--- src/sv/vall_pkg.sv ---
// Shared constants, types and helpers for the voice allocator.
`default_nettype none
package vall_pkg;

   localparam int VOICES  = 8;
   localparam int VOICE_W = $clog2(VOICES);
   localparam int NOTE_W  = 7;
   localparam int FUNC_W  = 2;

   localparam logic [FUNC_W-1:0] FUNC_ON    = FUNC_W'(0);
   localparam logic [FUNC_W-1:0] FUNC_OFF   = FUNC_W'(1);
   localparam logic [FUNC_W-1:0] FUNC_RESET = FUNC_W'(2);

   typedef logic [VOICE_W-1:0] voice_type;
   typedef logic [NOTE_W-1:0]  note_type;

   localparam voice_type LAST_VOICE = voice_type'(VOICES - 1);

   typedef struct packed {
      voice_type idx;
      logic      set_busy;
      logic      clr_busy;
      note_type  note;
   } slot_cmd_type;

   typedef struct packed {
      logic busy;
      logic hit;
   } slot_stat_type;

   function automatic voice_type next_voice(input voice_type v);
      return (v == LAST_VOICE) ? '0 : voice_type'(v + 1'b1);
   endfunction

endpackage
`default_nettype wire

--- src/sv/vall_slots.sv ---
// Voice slot table with its shared busy and note compare unit.
`default_nettype none
module vall_slots (
   input  wire                    clock,
   input  wire                    reset,
   input  vall_pkg::slot_cmd_type cmd,
   output vall_pkg::slot_stat_type stat
);

   logic [vall_pkg::VOICES-1:0] busy_ff;
   logic [vall_pkg::VOICES-1:0] busy_in;
   vall_pkg::note_type          note_ff [vall_pkg::VOICES];

   always_comb begin
      busy_in = busy_ff;
      if (cmd.set_busy) begin
         busy_in[cmd.idx] = 1'b1;
      end
      if (cmd.clr_busy) begin
         busy_in[cmd.idx] = 1'b0;
      end
   end

   always_ff @(posedge clock) begin
      if (reset) begin
         busy_ff <= '0;
      end else begin
         busy_ff <= busy_in;
      end
   end

   always_ff @(posedge clock) begin
      if (cmd.set_busy) begin
         note_ff[cmd.idx] <= cmd.note;
      end
   end

   assign stat.busy = busy_ff[cmd.idx];
   assign stat.hit  = busy_ff[cmd.idx] && (note_ff[cmd.idx] == cmd.note);

endmodule
`default_nettype wire

--- src/sv/voice_allocator_round_robin.sv ---
// Top level of the round-robin voice allocator: sequencer and result register.
//
// Note events enter on the req_ channel (func, note_number) and routed voice
// events leave on the rsp_ channel (voice, is_off, note_out, last). A transfer
// happens on a rising edge where valid is high and stall is low.
// The block takes one event at a time; req_stall is high while an event is
// being worked on. A small sequencer steps one voice per cycle through a single
// busy and note compare unit. A note-on scans for a holding voice, then, if
// none holds the note, for a free voice from the rotating pointer, then loads
// the result register; if no voice is free it gives no result. A note-off
// scans for the holding voice and frees it. A reset event sends VOICES
// note-offs, one per cycle while the output is not stalled, the last one marked
// by rsp_last. Events with no result free the block in the cycle after their
// scan ends. The result register parts the two sides; while rsp_stall is high
// the result holds and the sequencer waits before loading the next one. The
// reset input frees all voices, zeroes the start pointer and empties the result
// register; no results come out of it.
`default_nettype none
module voice_allocator_round_robin (
   input  wire                          clock,
   input  wire                          reset,
   input  wire                          req_valid,
   output logic                         req_stall,
   input  wire [vall_pkg::FUNC_W-1:0]   req_func,
   input  wire [vall_pkg::NOTE_W-1:0]   req_note_number,
   output logic                         rsp_valid,
   input  wire                          rsp_stall,
   output logic [vall_pkg::VOICE_W-1:0] rsp_voice,
   output logic                         rsp_is_off,
   output logic [vall_pkg::NOTE_W-1:0]  rsp_note_out,
   output logic                         rsp_last
);

   typedef enum logic [4:0] {
      S_IDLE  = 5'b00001,
      S_MATCH = 5'b00010,
      S_FREE  = 5'b00100,
      S_EMIT  = 5'b01000,
      S_RESET = 5'b10000
   } state_type;

   state_type state_ff, state_in;
   vall_pkg::voice_type idx_ff, idx_in;
   vall_pkg::voice_type cnt_ff, cnt_in;
   vall_pkg::voice_type ptr_ff, ptr_in;
   logic [vall_pkg::FUNC_W-1:0] func_ff, func_in;
   vall_pkg::note_type note_ff, note_in;

   logic                rsp_valid_ff, rsp_valid_in;
   vall_pkg::voice_type rsp_voice_ff, rsp_voice_in;
   logic                rsp_is_off_ff, rsp_is_off_in;
   vall_pkg::note_type  rsp_note_ff, rsp_note_in;
   logic                rsp_last_ff, rsp_last_in;

   vall_pkg::slot_cmd_type  cmd;
   vall_pkg::slot_stat_type stat;
   logic out_free;
   logic load_rsp;

   vall_slots u_slots (
      .clock (clock),
      .reset (reset),
      .cmd   (cmd),
      .stat  (stat)
   );

   assign out_free = !rsp_valid_ff || !rsp_stall;

   always_comb begin
      state_in      = state_ff;
      idx_in        = idx_ff;
      cnt_in        = cnt_ff;
      ptr_in        = ptr_ff;
      func_in       = func_ff;
      note_in       = note_ff;
      load_rsp      = 1'b0;
      rsp_voice_in  = rsp_voice_ff;
      rsp_is_off_in = rsp_is_off_ff;
      rsp_note_in   = rsp_note_ff;
      rsp_last_in   = rsp_last_ff;
      cmd.idx       = idx_ff;
      cmd.set_busy  = 1'b0;
      cmd.clr_busy  = 1'b0;
      cmd.note      = note_ff;

      unique case (state_ff)
         S_IDLE: begin
            if (req_valid) begin
               func_in = req_func;
               note_in = req_note_number;
               idx_in  = '0;
               cnt_in  = '0;
               unique case (req_func)
                  vall_pkg::FUNC_ON:    state_in = S_MATCH;
                  vall_pkg::FUNC_OFF:   state_in = S_MATCH;
                  vall_pkg::FUNC_RESET: state_in = S_RESET;
                  default:              state_in = S_IDLE;
               endcase
            end
         end
         S_MATCH: begin
            if (stat.hit) begin
               cmd.clr_busy = (func_ff == vall_pkg::FUNC_OFF);
               state_in     = S_EMIT;
            end else if (idx_ff == vall_pkg::LAST_VOICE) begin
               if (func_ff == vall_pkg::FUNC_ON) begin
                  state_in = S_FREE;
                  idx_in   = ptr_ff;
                  cnt_in   = '0;
               end else begin
                  state_in = S_IDLE;
               end
            end else begin
               idx_in = vall_pkg::next_voice(idx_ff);
            end
         end
         S_FREE: begin
            if (!stat.busy) begin
               cmd.set_busy = 1'b1;
               ptr_in       = vall_pkg::next_voice(ptr_ff);
               state_in     = S_EMIT;
            end else if (cnt_ff == vall_pkg::LAST_VOICE) begin
               state_in = S_IDLE;
            end else begin
               idx_in = vall_pkg::next_voice(idx_ff);
               cnt_in = vall_pkg::voice_type'(cnt_ff + 1'b1);
            end
         end
         S_EMIT: begin
            if (out_free) begin
               load_rsp      = 1'b1;
               rsp_voice_in  = idx_ff;
               rsp_is_off_in = (func_ff == vall_pkg::FUNC_OFF);
               rsp_note_in   = note_ff;
               rsp_last_in   = 1'b1;
               state_in      = S_IDLE;
            end
         end
         S_RESET: begin
            if (out_free) begin
               load_rsp      = 1'b1;
               cmd.clr_busy  = 1'b1;
               rsp_voice_in  = idx_ff;
               rsp_is_off_in = 1'b1;
               rsp_note_in   = note_ff;
               rsp_last_in   = (idx_ff == vall_pkg::LAST_VOICE);
               if (idx_ff == vall_pkg::LAST_VOICE) begin
                  state_in = S_IDLE;
               end else begin
                  idx_in = vall_pkg::next_voice(idx_ff);
               end
            end
         end
         default: begin
            state_in = S_IDLE;
         end
      endcase

      if (load_rsp) begin
         rsp_valid_in = 1'b1;
      end else if (!rsp_stall) begin
         rsp_valid_in = 1'b0;
      end else begin
         rsp_valid_in = rsp_valid_ff;
      end
   end

   always_ff @(posedge clock) begin
      if (reset) begin
         state_ff     <= S_IDLE;
         ptr_ff       <= '0;
         rsp_valid_ff <= 1'b0;
      end else begin
         state_ff     <= state_in;
         ptr_ff       <= ptr_in;
         rsp_valid_ff <= rsp_valid_in;
      end
   end

   always_ff @(posedge clock) begin
      idx_ff        <= idx_in;
      cnt_ff        <= cnt_in;
      func_ff       <= func_in;
      note_ff       <= note_in;
      rsp_voice_ff  <= rsp_voice_in;
      rsp_is_off_ff <= rsp_is_off_in;
      rsp_note_ff   <= rsp_note_in;
      rsp_last_ff   <= rsp_last_in;
   end

   assign req_stall    = (state_ff != S_IDLE);
   assign rsp_valid    = rsp_valid_ff;
   assign rsp_voice    = rsp_voice_ff;
   assign rsp_is_off   = rsp_is_off_ff;
   assign rsp_note_out = rsp_note_ff;
   assign rsp_last     = rsp_last_ff;

   a_only_reset_unmarked: assert property (@(posedge clock) disable iff (reset)
      (rsp_valid_ff && !rsp_last_ff) |-> rsp_is_off_ff)
      else $error("Unmarked result is not a note-off.");

   a_reset_event_start: assert property (@(posedge clock) disable iff (reset)
      (state_ff == S_IDLE && req_valid && req_func == vall_pkg::FUNC_RESET)
      |=> (state_ff == S_RESET && idx_ff == '0))
      else $error("Reset event did not start its note-off sweep at voice zero.");

   a_reset_sweep_continues: assert property (@(posedge clock) disable iff (reset)
      (state_ff == S_RESET && out_free && idx_ff != vall_pkg::LAST_VOICE)
      |=> (state_ff == S_RESET && rsp_valid_ff && !rsp_last_ff))
      else $error("Reset sweep ended early or lost a note-off.");

   a_emit_single: assert property (@(posedge clock) disable iff (reset)
      (state_ff == S_EMIT && out_free)
      |=> (state_ff == S_IDLE && rsp_valid_ff && rsp_last_ff))
      else $error("Single result was not loaded as the last one.");

endmodule
`default_nettype wire

--- config.mk ---
export PLATFORM = sky130hd
export DESIGN_NAME = voice_allocator_round_robin
export DESIGN_NICKNAME = d
export VERILOG_FILES = /design/src/sv/vall_pkg.sv /design/src/sv/vall_slots.sv /design/src/sv/voice_allocator_round_robin.sv
export SDC_FILE = /design/constraint.sdc
export NUM_CORES = 1
export LEC_CHECK = 0
export ABC_AREA = 1
export BUFFER_PORTS_ARGS = -buffer_cell sky130_fd_sc_hd__buf_2
export CORE_UTILIZATION = 60
export DETAILED_ROUTE_END_ITERATION = 16
export PLACE_DENSITY = 0.79
export SYNTH_ARGS = -nofsm -noshare
export SYNTH_HDL_FRONTEND = slang
export SYNTH_SLANG_ARGS = --single-unit
--- constraint.sdc ---
create_clock -name clock -period 2.84 [get_ports clock]
set_clock_uncertainty 0.2 [all_clocks]
set_input_delay 0.284 -clock clock [delete_from_list [all_inputs] [get_ports clock]]
set_output_delay 0.284 -clock clock [all_outputs]
set_load 0.02 [all_outputs]
==> metrics.yaml, run 1 <==
synth_area_leaders: "edfxtp_1, nand2_1, dfxtp_1"
synth_enable_flop_cells: 83
finalInstanceArea_sq_mm: 0.005264
synth_nets: 512
die_y_um: 90.11
path_class: "reg2reg"
grt_max_degree: 22
rsz0062_at_grt: "false"
drv_slew: 0
final_hold_viol_count: 0
drive_above_1_share: 0.1330
ant_nets: 0
yosys-top-cells-count: "nand2_1, edfxtp_1, inv_1, nor2_1, nand3_1"
postCtsSetupBuffers: 0
dpl.hpwl_um: 6895
avgSynthCellArea_sq_um: 9.449
insertion_delay_ps: 370
hold_path_class: "in2reg"
tightestPinTransition_ps: 513.5
netlist_instances: 493
syn_area_sq_mm: 0.004658
yosysWarningCount: 0
synth_flop_cell: "edfxtp_1"
synth_top_area_share: 0.5351
vias: 3517
die_x_um: 90.11
whs_ps: 112.2
diodes: 0
fin_nets: 563
dr.first_iter.drc_count: 262
post-route-drc-count: 0
overflow: 0
htreeDepth: 3
root_buffer: "clkbuf_8"
gr-usage-all-layers: 0.2690
critPathArrivalTime_ps: 2220
drt_first_pass_iters: 5
yosysMostFrequentCell: "nand2_1"
gp_routability_congestion: 0.9003
start_util: 0.6321
cp_max_fo: 21
core_area_sq_mm: 0.007370
worst_setup_path_end_kind: "flip-flop"
synth_top_area_cell: "edfxtp_1"
status: "finished clean"
drv_cap: 0
rows: 31
dieArea_sq_mm: 0.008120
cts_tree: "built"
async_reset_ff_frac: 0
clockBufferDepth: 2
leakage_uw: 0.002316
fin_tns_setup_ps: 0
wire_per_inst_um: 15.32
relSlewSlack: 0.6577
power_density_mw_per_mm2: 857.5
max-vdd-ir-drop_mv: 0.4588
drt-vias-per-instance: 5.427
place_area_sq_mm: 0.004945
cts_inserted_buffers: 9
grt_pass1_vias: 3498
antenna_found_initial: 0
yosysSeqAreaShare: 0.6210
finalSetupViolCount: 0
ys_seq_elements: 103
grt_pass1_wl_um: 16750
syn_to_final_growth_pct: 13.00
routed_wl_um: 9926
path_clk_slew_ps: 100
worst_setup_path_start_kind: "flip-flop"
worstPathRequired_ps: 2690
fin_crit_ps: 2366
io_pins: 27
netlist-cell-type-count: 29
cts_sinks: 103
timing.fmax_mhz: 422.6
finalCritPeriodShare: 0.8332
numPortBuffers: 26
cell usage in the layout (no fill, tap or decap), types with 3 or more instances in the layout:
cell type        n
nand2_1        142
edfxtp_1        83
inv_1           68
nor2_1          44
nand3_1         38
buf_2           26
dfxtp_1         20
buf_4           19
o21ai_0         15
a21oi_1         15
nor3_1          12
dlygate4sd3_1   10
clkbuf_8         9
nor4_1           8
ha_1             6
inv_2            5
clkinv_1         4
nand4_1          3
o21ai_1          3
nand3b_1         3
cell families after synthesis:
kind of cell / count (synthesis) / synth area share
AOI/OAI and AO/OA: 36 / 0.04163
adders and majority gates: 6 / 0.01612
buffers and inverters: 90 / 0.08407
DFF: 103 / 0.6210
and+or+nand+nor: 258 / 0.2372
repair_timing:
| action | in CTS | in global routing |
|---|---|---|
| resized for setup | 0 | 0 |
| hold buffers | 10 | 0 |
| endpoints found under the hold margin | 10 | 0 |
worst paths after layout:
check	from	end	cells past startpoint	slack (ps)
setup / recovery	flip-flop	cnt_ff[2]	13	470
setup reg to reg	flip-flop	cnt_ff[2]	13	470
hold reg to reg	ptr_ff[2]	ptr_ff[2]	2	280
hold / removal	req_valid	state_ff[0]	4	110
cell type report:
cell class | instances | area (sq um)
tap | 99 | 123.9
inverter | 75 | 281.5
timing repair buffer | 55 | 372.9
clock buffer | 9 | 123.9
fill | 530 | 2106
clock inverter | 7 | 95.09
multi-input combinational | 300 | 1374
sequential | 103 | 2893
sequential cells by signal (all words and copies together) (netlist names), named ones only:
name	flops
rsp_last	1
func_ff	2
u_slots.note_ff	56
rsp_valid	1
u_slots.busy_ff	8
ptr_ff	3
cnt_ff	3
rsp_is_off	1
rsp_voice	3
idx_ff	3
note_ff	7
state_ff	5
rsp_note_out	7
critical path: stages, from the launching register on:
cell and delay (ps):
dfxtp_1 340, inv_2 290, nand2_1 120, nand3_1 100
nand3_1 100, nand2_1 90, nand2_1 50, nand2_1 70
inv_1 30, nand2_1 70, nor2_1 80, nand3_2 120
nand3_1 120, nor2_1 270
layer usage:
layer,track usage,vias up,share of wire
met2,0.4523,162,0.50
met1,0.3329,1616,0.38
met3,0.05076,33,0.076
met5,0,-,0
li1,-,1706,-
met4,0.1358,0,0.041
stage by stage:
| stage | util | power [uW] | worst slack (ps) | std cells |
|---|---|---|---|---|
| after global placement | 0.6710 | 3469 | 594.1 | 622 |
| final | 0.7143 | 4514 | 473.8 | 648 |
| after CTS | 0.7143 | 4509 | 493.0 | 648 |
| after global routing | 0.7143 | 4779 | 241.9 | 648 |
| after detailed placement | 0.6710 | 3519 | 506.6 | 622 |
| after floorplan | - | 3130 | 353.3 | 493 |
power breakdown:
| part | total, uW | internal (uW) | switching, uW |
|---|---|---|---|
| clock network | 997 | 500 | 498 |
| registers | 2030 | 1890 | 142 |
| logic | 1490 | 463 | 1020 |
Power figures use the tool's default switching activity.
==> run 2, diff against run 1 <==
clock period = 2.3 ns   (was 2.84 ns; I/O delays follow)
==> metrics.yaml, run 2 (synthesized netlist as in run 1, its figures left out) <==
power_density_mw_per_mm2: 1122
fin_tns_setup_ps: -484.8
cts_inserted_buffers: 9
max-vdd-ir-drop_mv: 0.7356
diodes: 0
die_y_um: 90.11
tightestPinTransition_ps: 490.0
violations: "setup timing"
hold_start: "req_valid"
wire_per_inst_um: 18.49
dpl.hpwl_um: 6997
io_pins: 27
drv_slew: 0
fin_crit_ps: 2346
layout.cells.non_filler: 678
wl_met1_um: 4470
finalCritPeriodShare: 1.020
status: "complete, but fails checks"
setup_ws_ps: -46.34
worst-r2r-cell-count: 14
syn_to_final_growth_pct: 26.54
drive_above_1_share: 0.2763
final_common_cell: "nand2_1"
gp_routability_congestion: 0.8986
cts_tree: "built"
largest_reg_flops: 56
dieArea_sq_mm: 0.008120
insertion_delay_ps: 380
worst_setup_path_end_kind: "flip-flop"
die_x_um: 90.11
top_layer_used: "met4"
drt_first_pass_iters: 6
finalSetupViolCount: 14
gr-usage-all-layers: 0.2786
root_buffer: "clkbuf_8"
rr_endpoint: "u_slots.busy_ff[7]"
wl_met2_um: 6437
path_class: "reg2reg"
htreeDepth: 3
cts_sinks: 103
ant_nets: 0
timing.fmax_mhz: 426.2
rows: 31
cp_max_fo: 8
drv_cap: 0
fillCellCount: 429
start_util: 0.6321
met3_length_um: 992
worst_setup_path_start_kind: "flip-flop"
overflow: 0
rrSetupSlack_ps: -50
critPathArrivalTime_ps: 2420
grt_pass1_wl_um: 17140
most-common-layout-cells: "nand2_1, edfxtp_1, inv_1, nor2_1, buf_4"
grt_max_degree: 22
rsz0062_at_grt: "true"
reg_top3: "u_slots.note_ff (56), u_slots.busy_ff (8)"
fin_nets: 593
fin_util: 0.7998
placed_cells: 636
core_area_sq_mm: 0.007370
vias: 3918
dr.first_iter.drc_count: 345
hold_path_class: "in2reg"
drt-vias-per-instance: 5.779
grt_pass1_vias: 3681
clockBufferDepth: 2
path_clk_slew_ps: 100
antenna_found_initial: 0
numPortBuffers: 26
top_register: "u_slots.note_ff"
post-route-drc-count: 0
leakage_uw: 0.002563
worstSetupEndpoint: "u_slots.busy_ff[7]"
worstPathRequired_ps: 2370
routed_wl_um: 12540
final_hold_viol_count: 0
relSlewSlack: 0.6730
==> run 2: critical path, cell delays in order, from the launching register on <==
cell and delay (ps):
dfxtp_4 430, buf_6 160, nor2_1 120, nor2_1 60, o21ai_1 130, nand3_2 130, nand2_1 100, nand2_1 50
nand2_1 60, nand2_1 100, nor2_4 140, nand3_4 140, o21ai_4 190, buf_12 140, a21oi_1 70
==> run 2: worst min path at each step <==
stage | endpoint | slack, ps | cells after the start
6_report | note_ff[4] | 80 | 3
5_1_grt | note_ff[4] | 110 | 3
4_1_cts | state_ff[0] | 30 | 4
3_5_place_dp | note_ff[2] | 210 | 1
3_3_place_gp | note_ff[3] | 210 | 1
2_1_floorplan | state_ff[1] | 100 | 1
==> run 2: report_power, final <==
part           internal [uW]  switching, uW  leakage [uW]
sequential              2340            203      0.000919
combinational           1000           1730       0.00152
clock                    721            625      0.000120
total                   4060           2550       0.00256
==> run 2: layer usage <==
metal | track usage | vias up
met4 | 0.1841 | 0
met3 | 0.03384 | 63
li1 | - | 1768
met5 | 0 | -
met2 | 0.4746 | 239
met1 | 0.3331 | 1848
==> run 2: metrics by stage <==
stage | power [uW] | hold WS [ps] | setup WS, ps | instance area [sq um]
finish | 6614 | 83.44 | -46.34 | 5894
global route | 6900 | 112.0 | -119.9 | 5894
CTS | 5843 | 29.02 | 0.7494 | 5404
detailed placement | 4467 | 208.4 | -85.34 | 5050
global placement | 4402 | 206.4 | 26.66 | 5050
floorplan | 3865 | 102.4 | -186.7 | 4658
==> run 2: cell type report <==
| cell class | instances | area [sq um] | share of cell area |
|---|---|---|---|
| Sequential cell | 103 | 2897 | 0.4914 |
| Multi-Input combinational cell | 300 | 1647 | 0.2793 |
| Timing Repair Buffer | 83 | 669.4 | 0.1136 |
| Inverter | 75 | 301.5 | 0.05116 |
| Clock buffer | 10 | 127.6 | 0.02165 |
| Tap cell | 99 | 123.9 | 0.02101 |
| Clock inverter | 6 | 108.9 | 0.01847 |
| Timing Repair inverter | 2 | 20.02 | 0.003396 |
==> run 2: repair_timing <==
item                       in CTS  in global routing
resized for setup               6                 81
gates cloned                    0                  4
hold endpoints to repair       10                  0
pin swaps                       0                 18
buffers inserted                0                 12
hold buffers                   10                  0
setup endpoints to repair      21                 77
==> run 3, diff against run 2 <==
CORE_MARGIN = 5   (was not set)
CORE_UTILIZATION = 65   (was 60)
PLACE_DENSITY = 0.84   (was 0.79)
SETUP_SLACK_MARGIN = 0.3   (was not set)
clock period = 3.01 ns   (was 2.3 ns; I/O delays follow)
==> metrics.yaml, run 3 (synthesized netlist as in run 1, its figures left out) <==
drt_first_pass_iters: 5
grt_pass1_wl_um: 16750
insertion_delay_ps: 350
clkPwrFrac: 0.245
diodes: 0
antenna_found_initial: 0
grt_max_degree: 25
overflow: 0
dr.first_iter.drc_count: 319
relSlewSlack: 0.5810
drv_cap: 0
start_util: 0.6781
intPower_uw: 2857
drive_above_1_share: 0.1330
dpl_worst_slack_ps: 459.2
dpl.hpwl_um: 7426
rows: 30
drv_slew: 0
critPathArrivalTime_ps: 2520
finalCritPeriodShare: 0.8230
die_x_um: 94.66
worstPathRequired_ps: 3060
whs_ps: 141.9
final_hold_viol_count: 0
die_y_um: 94.66
fin_nets: 563
htreeDepth: 3
cp_max_fo: 12
tightestPinTransition_ps: 623.7
path_clk_slew_ps: 90
dieArea_sq_mm: 0.008960
max-vdd-ir-drop_mv: 0.5317
vias: 3582
wire_per_inst_um: 16.20
gp_routability_congestion: 0.9508
top_register: "u_slots.note_ff"
reg_top3: "u_slots.note_ff (56), u_slots.busy_ff (8)"
switchingPower_uw: 1568
status: "finished clean"
swShare: 0.3543
fin_crit_ps: 2477
cts_sinks: 103
timing.fmax_mhz: 403.7
rsz0062_at_grt: "false"
io_pins: 27
cts_inserted_buffers: 9
drt-vias-per-instance: 5.553
setup_ws_ps: 532.7
fin_tns_setup_ps: 0
power.total_uw: 4425
ant_nets: 0
core_area_sq_mm: 0.006869
finalInstanceArea_sq_mm: 0.005304
root_buffer: "clkbuf_8"
syn_to_final_growth_pct: 13.86
grt_pass1_vias: 3480
worst_setup_path_end_kind: "flip-flop"
place_area_sq_mm: 0.004933
final_common_cell: "nand2_1"
power_density_mw_per_mm2: 834.3
finalSetupViolCount: 0
p_comb_frac: 0.315
most-common-layout-cells: "nand2_1, edfxtp_1, inv_1, nor2_1, nand3_1"
gr-usage-all-layers: 0.2467
numPortBuffers: 26
clockBufferDepth: 2
hold_path_class: "in2reg"
routed_wl_um: 10450
post-route-drc-count: 0
worst_setup_path_start_kind: "flip-flop"
cts_tree: "built"
seqPwrFrac: 0.440
path_class: "reg2reg"
leakage_uw: 0.002336
largest_reg_flops: 56
-- run 3: cell types whose count changed in the layout (fill, tap and decap cells not counted), sizes merged --
| cell | before | now |
|---|---|---|
| buf | 71 | 45 |
| clkinv | 7 | 4 |
| clkbuf | 12 | 10 |
| bufinv | 3 | 4 |
-- run 3: worst paths after layout --
path | startpoint | endpoint | slack, ps | cells after the start
worst max-delay path | idx_ff[0] | state_ff[1] | 530 | 16
worst min-delay path | req_valid | state_ff[0] | 140 | 4
worst max register to register | idx_ff[0] | state_ff[1] | 530 | 16
worst min register to register | ptr_ff[1] | ptr_ff[1] | 290 | 2
-- run 3: critical path: stages, from the launching register on --
cell	delay (ps)
edfxtp_1	480
inv_2	230
nand2_1	80
nand2_1	90
nand2_1	60
nand2_1	60
nand2_1	50
nand2_2	130
nand2_1	70
inv_1	60
nand2_1	40
nor2_1	210
nand2_1	180
nand2_2	130
inv_2	50
o21ai_0	190
nor2_1	60
-- run 3: power by group through the flow --
| stage | Combinational (uW) | Sequential [uW] | Clock (uW) |
|---|---|---|---|
| 2_1_floorplan | 1020 | 1930 | 0 |
| 3_3_place_gp | 1260 | 1990 | 0 |
| 3_5_place_dp | 1320 | 2000 | 0 |
| 4_1_cts | 1340 | 1960 | 1090 |
| 5_1_grt | 1550 | 1970 | 1160 |
| 6_report | 1390 | 1950 | 1080 |
-- run 3: layer usage --
layer | vias to the layer above | GRT usage | routed length, um
li1 | 1713 | - | -
met1 | 1649 | 0.2983 | 3946
met2 | 181 | 0.4386 | 5483
met3 | 39 | 0.04462 | 684
met4 | 0 | 0.09255 | 334
met5 | - | 0 | 0
-- run 3: area by class of cell --
| class | instances | area, sq um |
|---|---|---|
| Multi-Input combinational cell | 300 | 1374 |
| Clock buffer | 10 | 127.6 |
| Inverter | 75 | 284.0 |
| Sequential cell | 103 | 2893 |
| Fill cell | 457 | 1565 |
| Timing Repair Buffer | 55 | 372.9 |
| Tap cell | 96 | 120.1 |
| Clock inverter | 6 | 132.6 |
-- run 3: through the flow --
step           std cells    util
2_1_floorplan        493       -
3_3_place_gp         618  0.7182
3_5_place_dp         618  0.7182
4_1_cts              644  0.7707
5_1_grt              645  0.7721
6_report             645  0.7721
-- run 3: what timing repair did --
action                                  in CTS  in global routing
hold endpoints to repair                    10                  0
endpoints found under the setup margin       0                 69
resized for setup                            0                  2
setup buffers                                0                  1
hold buffers                                10                  0
